--- src/sv/lrc_pkg.sv ---
// Package for the LRU register cache allocator.
// Holds the command codes, the result flag bundle and the default sizes.
// No dependencies.
`timescale 1ns / 1ps

package lrc_pkg;

  // Default sizes, used as parameter defaults on the top level.
  localparam int ENTRIES_DEF     = 8;
  localparam int KEY_WIDTH_DEF   = 16;
  localparam int STAMP_WIDTH_DEF = 32;

  // Fixed field widths of the item and result ports.
  localparam int CMD_W = 2;
  localparam int REG_W = 3;

  // Request commands.
  typedef enum logic [CMD_W-1:0] {
    CMD_USE     = 2'd0,
    CMD_INVAL   = 2'd1,
    CMD_ALLOC   = 2'd2,
    CMD_RELEASE = 2'd3
  } lrc_cmd_t;

  // Status flags of one result item.
  typedef struct packed {
    logic hit;
    logic load_needed;
    logic spill_needed;
    logic pinned;
    logic pool_full;
  } lrc_flags_t;

endpackage

--- src/sv/lru_register_cache_allocator.sv ---
// LRU register cache allocator, top level: input register, decision core
// and result register. Depends on lrc_pkg and lrc_core.
//
// Usage:
// A pool of ENTRIES registers that doubles as a fully associative variable
// cache with least recently used replacement. Each input item carries a
// command (use variable, invalidate variable, allocate temp, release temp)
// with its key, declared flag and release index; each item yields exactly
// one result item with the granted register and status flags.
// Both channels use valid/ready; an item moves on when both are high.
// The result item is shown once its input item has passed the input register
// and then the result register: the lookup, free search and LRU tree resolve
// in a single pass from the input register into the result register, and a
// stall holds the item in the input register. Throughput is one item per cycle
// while out_ready stays high; the pass through the LRU stamp comparison tree
// sets the clock, not the rate.
// Reset (rst_n low, synchronous) frees every entry and temp, clears the
// use clock and empties both registers.
// When the receiver stalls, the result register holds its item, the input
// register takes one more item, and in_ready then drops until out_ready.
`timescale 1ns / 1ps

module lru_register_cache_allocator #(
  parameter int ENTRIES     = lrc_pkg::ENTRIES_DEF,
  parameter int KEY_WIDTH   = lrc_pkg::KEY_WIDTH_DEF,
  parameter int STAMP_WIDTH = lrc_pkg::STAMP_WIDTH_DEF
) (
  input  logic                      clk,
  input  logic                      rst_n,
  input  logic                      in_valid,
  output logic                      in_ready,
  input  logic [lrc_pkg::CMD_W-1:0] in_cmd,
  input  logic [KEY_WIDTH-1:0]      in_var_key,
  input  logic                      in_var_declared,
  input  logic [lrc_pkg::REG_W-1:0] in_release_index,
  output logic                      out_valid,
  input  logic                      out_ready,
  output logic [lrc_pkg::REG_W-1:0] out_reg_num,
  output logic                      out_hit,
  output logic                      out_load_needed,
  output logic                      out_spill_needed,
  output logic [KEY_WIDTH-1:0]      out_spill_key,
  output logic                      out_pinned,
  output logic                      out_pool_full
);

  import lrc_pkg::*;

  // Input register.
  logic                 in_vld_r;
  lrc_cmd_t             cmd_r;
  logic [KEY_WIDTH-1:0] key_r;
  logic                 declared_r;
  logic [REG_W-1:0]     rel_r;

  // Result register.
  logic                 out_vld_r;
  logic [REG_W-1:0]     reg_num_r;
  lrc_flags_t           flags_r;
  logic [KEY_WIDTH-1:0] spill_key_r;

  // Core result.
  logic [REG_W-1:0]     res_reg_num;
  lrc_flags_t           res_flags;
  logic [KEY_WIDTH-1:0] res_spill_key;

  logic advance;

  // The held item moves into the result register when that slot frees up.
  assign advance  = in_vld_r && (!out_vld_r || out_ready);
  assign in_ready = !in_vld_r || advance;

  // Input register control.
  always_ff @(posedge clk) begin
    if (!rst_n) begin
      in_vld_r <= 1'b0;
    end else if (in_ready) begin
      in_vld_r <= in_valid;
    end
  end

  // Input register payload.
  always_ff @(posedge clk) begin
    if (in_valid && in_ready) begin
      cmd_r      <= lrc_cmd_t'(in_cmd);
      key_r      <= in_var_key;
      declared_r <= in_var_declared;
      rel_r      <= in_release_index;
    end
  end

  // Decision logic and state.
  lrc_core #(
    .ENTRIES     (ENTRIES),
    .KEY_WIDTH   (KEY_WIDTH),
    .STAMP_WIDTH (STAMP_WIDTH)
  ) u_core (
    .clk           (clk),
    .rst_n         (rst_n),
    .fire          (advance),
    .cmd           (cmd_r),
    .var_key       (key_r),
    .var_declared  (declared_r),
    .release_index (rel_r),
    .res_reg_num   (res_reg_num),
    .res_flags     (res_flags),
    .res_spill_key (res_spill_key)
  );

  // Result register control.
  always_ff @(posedge clk) begin
    if (!rst_n) begin
      out_vld_r <= 1'b0;
    end else if (advance) begin
      out_vld_r <= 1'b1;
    end else if (out_ready) begin
      out_vld_r <= 1'b0;
    end
  end

  // Result register payload.
  always_ff @(posedge clk) begin
    if (advance) begin
      reg_num_r   <= res_reg_num;
      flags_r     <= res_flags;
      spill_key_r <= res_spill_key;
    end
  end

  assign out_valid        = out_vld_r;
  assign out_reg_num      = reg_num_r;
  assign out_hit          = flags_r.hit;
  assign out_load_needed  = flags_r.load_needed;
  assign out_spill_needed = flags_r.spill_needed;
  assign out_spill_key    = spill_key_r;
  assign out_pinned       = flags_r.pinned;
  assign out_pool_full    = flags_r.pool_full;

endmodule

--- src/sv/lrc_lru_tree.sv ---
// Least recently used search over the cache entries: a comparison tree that
// returns the valid entry with the smallest stamp, lowest index on a tie.
// Depends on nothing outside this file.
`timescale 1ns / 1ps

module lrc_lru_tree #(
  parameter int ENTRIES     = 8,
  parameter int STAMP_WIDTH = 32,
  parameter int IDX_W       = $clog2(ENTRIES)
) (
  input  logic [ENTRIES-1:0]     entry_valid,
  input  logic [STAMP_WIDTH-1:0] entry_stamp [ENTRIES],
  output logic                   lru_any,
  output logic [IDX_W-1:0]       lru_idx
);

  localparam int LEAVES = 1 << IDX_W;
  localparam int NODES  = 2 * LEAVES - 1;

  // Heap-ordered nodes: node n has children 2n+1 and 2n+2.
  logic                   nd_vld   [NODES];
  logic [STAMP_WIDTH-1:0] nd_stamp [NODES];
  logic [IDX_W-1:0]       nd_idx   [NODES];

  // Leaves: one per entry, padding leaves are never valid.
  for (genvar i = 0; i < LEAVES; i++) begin : g_leaf
    if (i < ENTRIES) begin : g_real
      assign nd_vld[LEAVES-1+i]   = entry_valid[i];
      assign nd_stamp[LEAVES-1+i] = entry_stamp[i];
    end else begin : g_pad
      assign nd_vld[LEAVES-1+i]   = 1'b0;
      assign nd_stamp[LEAVES-1+i] = '0;
    end
    assign nd_idx[LEAVES-1+i] = IDX_W'(i);
  end

  // Inner nodes: the left child covers lower indices, so it wins ties.
  for (genvar n = 0; n < LEAVES - 1; n++) begin : g_node
    logic take_right;
    assign take_right = nd_vld[2*n+2] &&
                        (!nd_vld[2*n+1] || (nd_stamp[2*n+2] < nd_stamp[2*n+1]));
    assign nd_vld[n]   = nd_vld[2*n+1] | nd_vld[2*n+2];
    assign nd_stamp[n] = take_right ? nd_stamp[2*n+2] : nd_stamp[2*n+1];
    assign nd_idx[n]   = take_right ? nd_idx[2*n+2] : nd_idx[2*n+1];
  end

  assign lru_any = nd_vld[0];
  assign lru_idx = nd_idx[0];

endmodule

--- src/sv/lrc_core.sv ---
// Cache and temp pool state with the per-request decision logic.
// Depends on lrc_pkg and lrc_lru_tree.
`timescale 1ns / 1ps

module lrc_core #(
  parameter int ENTRIES     = lrc_pkg::ENTRIES_DEF,
  parameter int KEY_WIDTH   = lrc_pkg::KEY_WIDTH_DEF,
  parameter int STAMP_WIDTH = lrc_pkg::STAMP_WIDTH_DEF
) (
  input  logic                        clk,
  input  logic                        rst_n,
  input  logic                        fire,
  input  lrc_pkg::lrc_cmd_t           cmd,
  input  logic [KEY_WIDTH-1:0]        var_key,
  input  logic                        var_declared,
  input  logic [lrc_pkg::REG_W-1:0]   release_index,
  output logic [lrc_pkg::REG_W-1:0]   res_reg_num,
  output lrc_pkg::lrc_flags_t         res_flags,
  output logic [KEY_WIDTH-1:0]        res_spill_key
);

  import lrc_pkg::*;

  localparam int IDX_W = $clog2(ENTRIES);

  // State registers.
  logic [ENTRIES-1:0]     entry_valid_r, entry_valid_nxt;
  logic [ENTRIES-1:0]     pool_busy_r, pool_busy_nxt;
  logic [KEY_WIDTH-1:0]   entry_key_r   [ENTRIES];
  logic [STAMP_WIDTH-1:0] entry_stamp_r [ENTRIES];
  logic [STAMP_WIDTH-1:0] use_clock_r, use_clock_nxt;

  // Match and free vectors.
  logic [ENTRIES-1:0] hit_vec, free_vec, temp_vec;
  logic               hit_any, free_any, temp_any, lru_any;
  logic [IDX_W-1:0]   hit_idx, free_idx, temp_idx, lru_idx;

  // Write controls.
  logic             clock_tick, stamp_we, key_we, use_rel, rel_in_range;
  logic [IDX_W-1:0] stamp_idx, wr_idx, res_idx, rel_idx;

  for (genvar i = 0; i < ENTRIES; i++) begin : g_vec
    assign hit_vec[i]  = entry_valid_r[i] && (entry_key_r[i] == var_key);
    assign free_vec[i] = !entry_valid_r[i] && !pool_busy_r[i];
    assign temp_vec[i] = !pool_busy_r[i];
  end

  assign hit_any  = |hit_vec;
  assign free_any = |free_vec;
  assign temp_any = |temp_vec;

  // Lowest-index priority encoders.
  always_comb begin
    hit_idx  = '0;
    free_idx = '0;
    temp_idx = '0;
    for (int i = ENTRIES - 1; i >= 0; i--) begin
      if (hit_vec[i])  hit_idx  = IDX_W'(i);
      if (free_vec[i]) free_idx = IDX_W'(i);
      if (temp_vec[i]) temp_idx = IDX_W'(i);
    end
  end

  // Eviction candidate.
  lrc_lru_tree #(
    .ENTRIES     (ENTRIES),
    .STAMP_WIDTH (STAMP_WIDTH),
    .IDX_W       (IDX_W)
  ) u_lru_tree (
    .entry_valid (entry_valid_r),
    .entry_stamp (entry_stamp_r),
    .lru_any     (lru_any),
    .lru_idx     (lru_idx)
  );

  // Saturating use clock.
  assign use_clock_nxt = (use_clock_r == '1) ? use_clock_r : use_clock_r + 1'b1;

  // Release index range check.
  assign rel_in_range = 32'(release_index) < 32'(ENTRIES);
  assign rel_idx      = IDX_W'(release_index);

  // Request decision.
  always_comb begin
    entry_valid_nxt = entry_valid_r;
    pool_busy_nxt   = pool_busy_r;
    clock_tick      = 1'b0;
    stamp_we        = 1'b0;
    stamp_idx       = hit_idx;
    key_we          = 1'b0;
    wr_idx          = free_any ? free_idx : lru_idx;
    res_idx         = '0;
    use_rel         = 1'b0;
    res_flags       = '0;
    res_spill_key   = '0;
    unique case (cmd)
      CMD_USE: begin
        if (hit_any) begin
          stamp_we           = 1'b1;
          clock_tick         = 1'b1;
          res_idx            = hit_idx;
          res_flags.hit      = 1'b1;
          res_flags.pinned   = 1'b1;
        end else begin
          res_flags.load_needed = var_declared;
          if (free_any || lru_any) begin
            entry_valid_nxt[wr_idx] = 1'b1;
            pool_busy_nxt[wr_idx]   = 1'b1;
            key_we                  = 1'b1;
            stamp_we                = 1'b1;
            stamp_idx               = wr_idx;
            clock_tick              = 1'b1;
            res_idx                 = wr_idx;
            res_flags.pinned        = 1'b1;
            if (!free_any) begin
              res_flags.spill_needed = 1'b1;
              res_spill_key          = entry_key_r[lru_idx];
            end
          end else if (temp_any) begin
            pool_busy_nxt[temp_idx] = 1'b1;
            res_idx                 = temp_idx;
          end else begin
            res_flags.pool_full = 1'b1;
          end
        end
      end
      CMD_INVAL: begin
        if (hit_any) begin
          entry_valid_nxt[hit_idx] = 1'b0;
          pool_busy_nxt[hit_idx]   = 1'b0;
          res_idx                  = hit_idx;
          res_flags.hit            = 1'b1;
        end
      end
      CMD_ALLOC: begin
        if (temp_any) begin
          pool_busy_nxt[temp_idx] = 1'b1;
          res_idx                 = temp_idx;
        end else begin
          res_flags.pool_full = 1'b1;
        end
      end
      CMD_RELEASE: begin
        use_rel = 1'b1;
        if (rel_in_range) begin
          pool_busy_nxt[rel_idx] = 1'b0;
        end
      end
    endcase
  end

  assign res_reg_num = use_rel ? release_index : REG_W'(res_idx);

  // Control state.
  always_ff @(posedge clk) begin
    if (!rst_n) begin
      entry_valid_r <= '0;
      pool_busy_r   <= '0;
      use_clock_r   <= '0;
    end else if (fire) begin
      entry_valid_r <= entry_valid_nxt;
      pool_busy_r   <= pool_busy_nxt;
      if (clock_tick) begin
        use_clock_r <= use_clock_nxt;
      end
    end
  end

  // Keys and stamps are only read while their entry is valid.
  always_ff @(posedge clk) begin
    if (fire && key_we) begin
      entry_key_r[wr_idx] <= var_key;
    end
    if (fire && stamp_we) begin
      entry_stamp_r[stamp_idx] <= use_clock_r;
    end
  end

endmodule

--- config.mk ---
export PLATFORM = sky130hd
export DESIGN_NAME = lru_register_cache_allocator
export DESIGN_NICKNAME = d
export VERILOG_FILES = /design/src/sv/lrc_pkg.sv /design/src/sv/lru_register_cache_allocator.sv /design/src/sv/lrc_lru_tree.sv /design/src/sv/lrc_core.sv
export SDC_FILE = /design/constraint.sdc
export NUM_CORES = 1
export LEC_CHECK = 0
export BUFFER_PORTS_ARGS = -buffer_cell sky130_fd_sc_hd__buf_2
export CAP_MARGIN = 25
export CORE_UTILIZATION = 27
export CTS_CLUSTER_DIAMETER = 40
export CTS_CLUSTER_SIZE = 30
export DETAILED_ROUTE_END_ITERATION = 12
export GPL_TIMING_DRIVEN = 1
export PLACE_DENSITY = 0.49
export SYNTH_ARGS = -nofsm -noshare
export SYNTH_HDL_FRONTEND = slang
export SYNTH_SLANG_ARGS = --single-unit
--- constraint.sdc ---
create_clock -name clk -period 20.5 [get_ports clk]
set_input_delay 5.125 -clock clk [delete_from_list [all_inputs] [get_ports clk]]
set_output_delay 5.125 -clock clk [all_outputs]
set_load 0.02 [all_outputs]
# Yosys cells after proc, flatten, opt, wreduce, memory -nomap -nowiden
# Memories as Yosys holds them, arrays and structs flattened. A register that Yosys moved wholly into a read port is not among the register bits.
# Index checks and enable logic that the tools add are counted.
op_classes:
  order_cmp: 17
  n_addsub: 1
  n_bitwise: 19
  reduce_logical: 76
  eq_ne: 15
  mux: 85
op_table:
  columns: ["operator", "count"]
  rows:
  - ["$bwmux 256", 1]
  - ["$lt 32x32->1", 7]
  - ["$mux 32", 7]
  - ["$eq 16x16->1", 8]
  - ["$mux 3", 36]
  - ["$demux 32 s3", 1]
  - ["$mux 8", 7]
  - ["$add 32x1->32 const B", 1]
  - ["$eq 32x32->1 const B", 1]
  - ["$logic_and 1x1->1", 32]
  - ["$pmux 8 s4", 1]
  - ["$mux 1", 25]
  - ["$and 8x8->8", 3]
  - ["$or 8x8->8", 3]
  - ["$reduce_or 8->1", 3]
  - ["$logic_not 1->1", 21]
  - ["$reduce_or 18->1", 1]
  - ["$lt 3x4->1 const B", 4]
  - ["$not 8->8", 2]
  - ["$pmux 8 s2", 1]
  - ["$demux 1 s3", 4]
  - ["$ge 3x1->1 const B", 4]
  - ["$logic_or 1x1->1", 10]
  - ["$reduce_or 10->1", 1]
  - ["17 further kinds", 29]
word_totals:
  register_bits: 336
  ramBits: 128
  output_inout_bits: 26
  elab_cells: 237
  inputBits: 26
  n_memories: 1
memory_table:
  columns: ["name", "depth", "width", "rd", "rd_clocked_by_memory_dff", "wr", "line", "rtl"]
  rows:
  - ["u_core.entry_key_r", 8, 16, 9, 1, 1, "lrc_core.sv:29", "logic [KEY_WIDTH-1:0] entry_key_r [ENTRIES];"]

# Logic depth before layout (Yosys ltp)
depth:
  ltp_word: 22
  mapped_depth: 40

# Modules after synthesis
# From an unflattened synthesis, not the netlist that was laid out.
unflattened:
  hier_cells: 2308
  area_unflattened_um2: 26900.8
modules_own_cells:
  columns: ["module", "seq_area_each_um2", "n_inst", "cells_per_inst", "area_per_inst_um2"]
  rows:
  - ["lrc_core", 12492.0, 1, 1175, 17753.3]
  - ["lrc_lru_tree", 0.0, 1, 1078, 7662.3]
  - ["lru_register_cache_allocator", 1421.4, 1, 55, 1485.2]

# Worst setup path before layout
# Ideal clock, no wire load.
synth_path:
  kind: "input-to-output"
  startpoint: "input out_ready"
  endpoint: "output in_ready"
  stages: 2
  setup_slack_ns: 9.879
  t_arrival_ns: 5.496
  required_ns: 15.375
  cell_sequence: "nor2b_1 > nand2_1"
synth_between:
  elab_chain_len: 3
synth_lines:
  columns: ["item", "line", "rtl"]
  rows:
  - ["start, declared", "lru_register_cache_allocator.sv:37", "input logic out_ready,"]
  - ["$logic_or 1x1->1", "lru_register_cache_allocator.sv:70", "assign advance = in_vld_r && (!out_vld_r || out_ready);"]
  - ["$logic_and 1x1->1", "lru_register_cache_allocator.sv:70", null]
  - ["$logic_or 1x1->1", "lru_register_cache_allocator.sv:71", "assign in_ready = !in_vld_r || advance;"]
  - ["end, declared", "lru_register_cache_allocator.sv:31", "output logic in_ready,"]
# Every way passes these cells.

==> reports/metrics.cfg <==
[route]
initialDrtViolationCount = 1222
num_vias = 18800
via_per_inst = 4.972
dr.pass1.iters = 5
drcViolationCount = 0
wl_per_cell_um = 20.36
ant_nets = 0
wirelength_mm = 76.97

[die]
rows = 114
start_util_pct = 27.32
fp.coreArea_mm2 = 0.09685
dieHeight_um = 315.1
die_w_um = 315.1
die_area_mm2 = 0.09926
io_pins = 52

[timing]
drv_slew = 0
fin_crit_ns = 11.53
rsz0062_at_grt = no
fin_crit_sh_pct = 56.24
setup_violations = 0
setup_tns_ns = 0
slew_headroom_pct = 19.06
finalHoldViolCount = 0
skew_ns = 0.04988
max_freq_mhz = 86.73
worst_slew_pin_slew_ns = 1.198

[yosys]
synth-edff-count = 430
synth-async-reset-ratio_pct = 0
yosys_most_used_dff = edfxtp_1
yosysWarnings = 0
ys_ff_latch = 480
netlist_top_cells_area = edfxtp_1, ha_1, dfxtp_1, nand2_1, xnor2_1
synth_cell_types = 81
synth_area_mm2 = 0.02646
ys_seq_area_share_pct = 52.58
yosys.area.top_type = edfxtp_1
ys_top_cells_by_count = edfxtp_1, nand2_1, ha_1
synth_nets = 2593
syn_inst = 2349
synth_top_cell_area_share_pct = 48.80
synth_most_common_cell = edfxtp_1
postSynthAreaPerCell_um2 = 11.27

[critical_path]
start_kind = flip-flop
reg2regPathDepth = 36
cp_slowest_stage_delay_ns = 0.77
worst-endpoint-arrival_ns = 11.81
reg2reg_to = u_core.entry_stamp_r[206]$_DFFE_PP_
cp_max_fo = 33
worst-endpoint-required_ns = 20.78
r2r_setup_slack_ns = 8.97
critPathCaptureType = flip-flop
crit_slowest_cell = o41ai_1
path_class = flip-flop to flip-flop
cp_common_cell = buf_4
rr_startpoint = u_core.entry_stamp_r[7]$_DFFE_PP_

[min_path]
holdPathEnd = out_valid$_SDFFE_PN0P_
min_path_type = flip-flop to flip-flop
min_from = in_vld_r$_SDFFE_PN0N_
worstHoldPathCells = 1

[clock_tree]
clk_pin_slew_ns = 0.05
cts_num_sinks = 480
cts_resized = 0
htreeDepth = 3
clock_path_buffers = 3
cts_tree = built
cts_hold_buf = 0
cts_root_buf = clkbuf_16
clk_latency_ns = 0.65
post_cts_buffers = 0
cts_buffers = 83

[final_layout]
layout.nets = 2677
n_antenna_cell = 0
syn2layout_area_growth_pct = 18.42
drive_above_1_share_pct = 12.74
final_cells = 3780

[status]
status = finished, final reports clean

[global_route]
grt_first_pass_wirelength_mm = 115.0
grt_pass1_vias = 19030
grt-ovfl-total = 0
antenna_found_initial = 1
track_usage_pct = 15.39
grt_max_degree = 49

[power]
p_leak_nw = 11.84
p_per_area_mw_per_mm2 = 83.35
peakVddDrop_v = 0.00006622

[placed_design]
dp_cells = 3624
hpwl_mm = 56.66
gp_congestion = 0.8984
portBuffers = 51

[flow_run]
cap_violations = 0

[flip-flops by register name, indices dropped and copies added (netlist names)]
register	count
u_core.pool_busy_r	8
u_core.use_clock_r	32
out_load_needed	1
u_core.entry_stamp_r	256
in_vld_r	1
u_core.entry_key_r	128
out_spill_key	16
key_r	16
rel_r	3
cmd_r	2
out_pinned	1
out_valid	1
out_spill_needed	1
u_core.entry_valid_r	8
out_hit	1
out_reg_num	3
declared_r	1
out_pool_full	1
[cell type report]
cell class,instances,area [µm²]
clock buffers,88,2106
clock inverters,68,873.3
fillers,9607,65510
inverters,150,563.0
multi-input cells,1629,11710
flip-flops and latches,480,13910
well taps,1276,1597
repair buffers,89,575.6
[cells by family after synthesis]
group                    Yosys count  share of synthesized area, %
AND/OR/NAND/NOR                  648                         12.06
flip-flops                       480                         52.58
multiplexers                     113                         4.492
buffers and inverters            240                         3.527
XOR/XNOR                         152                         5.031
adder cells (fa/ha/maj)          218                         10.31
AO/OA/AOI/OAI                    498                         12.00
[per-stage QoR]
stage	area [µm²]	util (%)	power (W)	worst slack [ns]	hold WS, ns
after floorplan	26460	-	0.001153	9.879	0.4768
after global placement	28290	29.21	0.001184	8.814	0.4953
after detailed placement	28360	29.28	0.001185	8.910	0.5153
after CTS	31340	32.36	0.002643	8.891	0.5278
after global routing	31340	32.36	0.002692	8.133	0.5731
final	31340	32.36	0.002612	8.970	0.5250
[routing by layer]
metal  track usage [%]  vias to the layer above  share of wire [%]
met2             26.15                      531                 48
li1                  -                     8940                  -
met5                 0                        -                  0
met3             2.690                      124                5.4
met1             19.57                     9200                 44
met4             5.318                        0                2.8
[worst max-delay path, delay by kind of cell (launching register included)]
| family | cells | cell delay [ns] |
|---|---|---|
| AO/OA/AOI/OAI | 18 | 4.95 |
| AND/OR/NAND/NOR | 10 | 2.86 |
| buffers and inverters | 4 | 1.58 |
| adder cells (fa/ha/maj) | 3 | 0.94 |
| flip-flops | 1 | 0.40 |
| multiplexers | 1 | 0.40 |
[placed cells by master, fill, tap and decap left out, drive strengths merged, types with 13 or more instances in the layout]
master  instances
nand3          63
o21ai         145
nor2           98
mux2           46
buf            89
dfxtp          50
a21o           20
nor3b          15
ha            218
nand4          50
nor4           33
nor2b          13
and2           29
xor2           65
inv           164
a21oi         147
o21a           41
and3           17
edfxtp        430
nand2         223
xnor2          87
mux2i          67
clkinv         34
clkbuf         88
a211o          20
nor3           49
a211oi         28
[worst max-delay path by stage]
stage / cells past startpoint / start / end / slack (ns)
3_3_place_gp: 33 / u_core.entry_stamp_r[71]$_DFFE_PP_ / u_core.entry_stamp_r[108]$_DFFE_PP_ / 8.81
6_report: 36 / u_core.entry_stamp_r[7]$_DFFE_PP_ / u_core.entry_stamp_r[206]$_DFFE_PP_ / 8.97
3_5_place_dp: 36 / u_core.entry_stamp_r[7]$_DFFE_PP_ / u_core.entry_stamp_r[204]$_DFFE_PP_ / 8.91
5_1_grt: 36 / u_core.entry_stamp_r[7]$_DFFE_PP_ / u_core.entry_stamp_r[212]$_DFFE_PP_ / 8.13
2_1_floorplan: 2 / out_ready / in_ready / 9.88
4_1_cts: 35 / u_core.entry_stamp_r[7]$_DFFE_PP_ / u_core.entry_stamp_r[206]$_DFFE_PP_ / 8.89
[where the power goes]
part	internal [W]	switching [W]
Combinational	0.0000313	0.0000503
Sequential	0.00107	0.0000175
Clock	0.000908	0.000538
Total	0.00201	0.000606
Power figures use the tool's default switching activity.
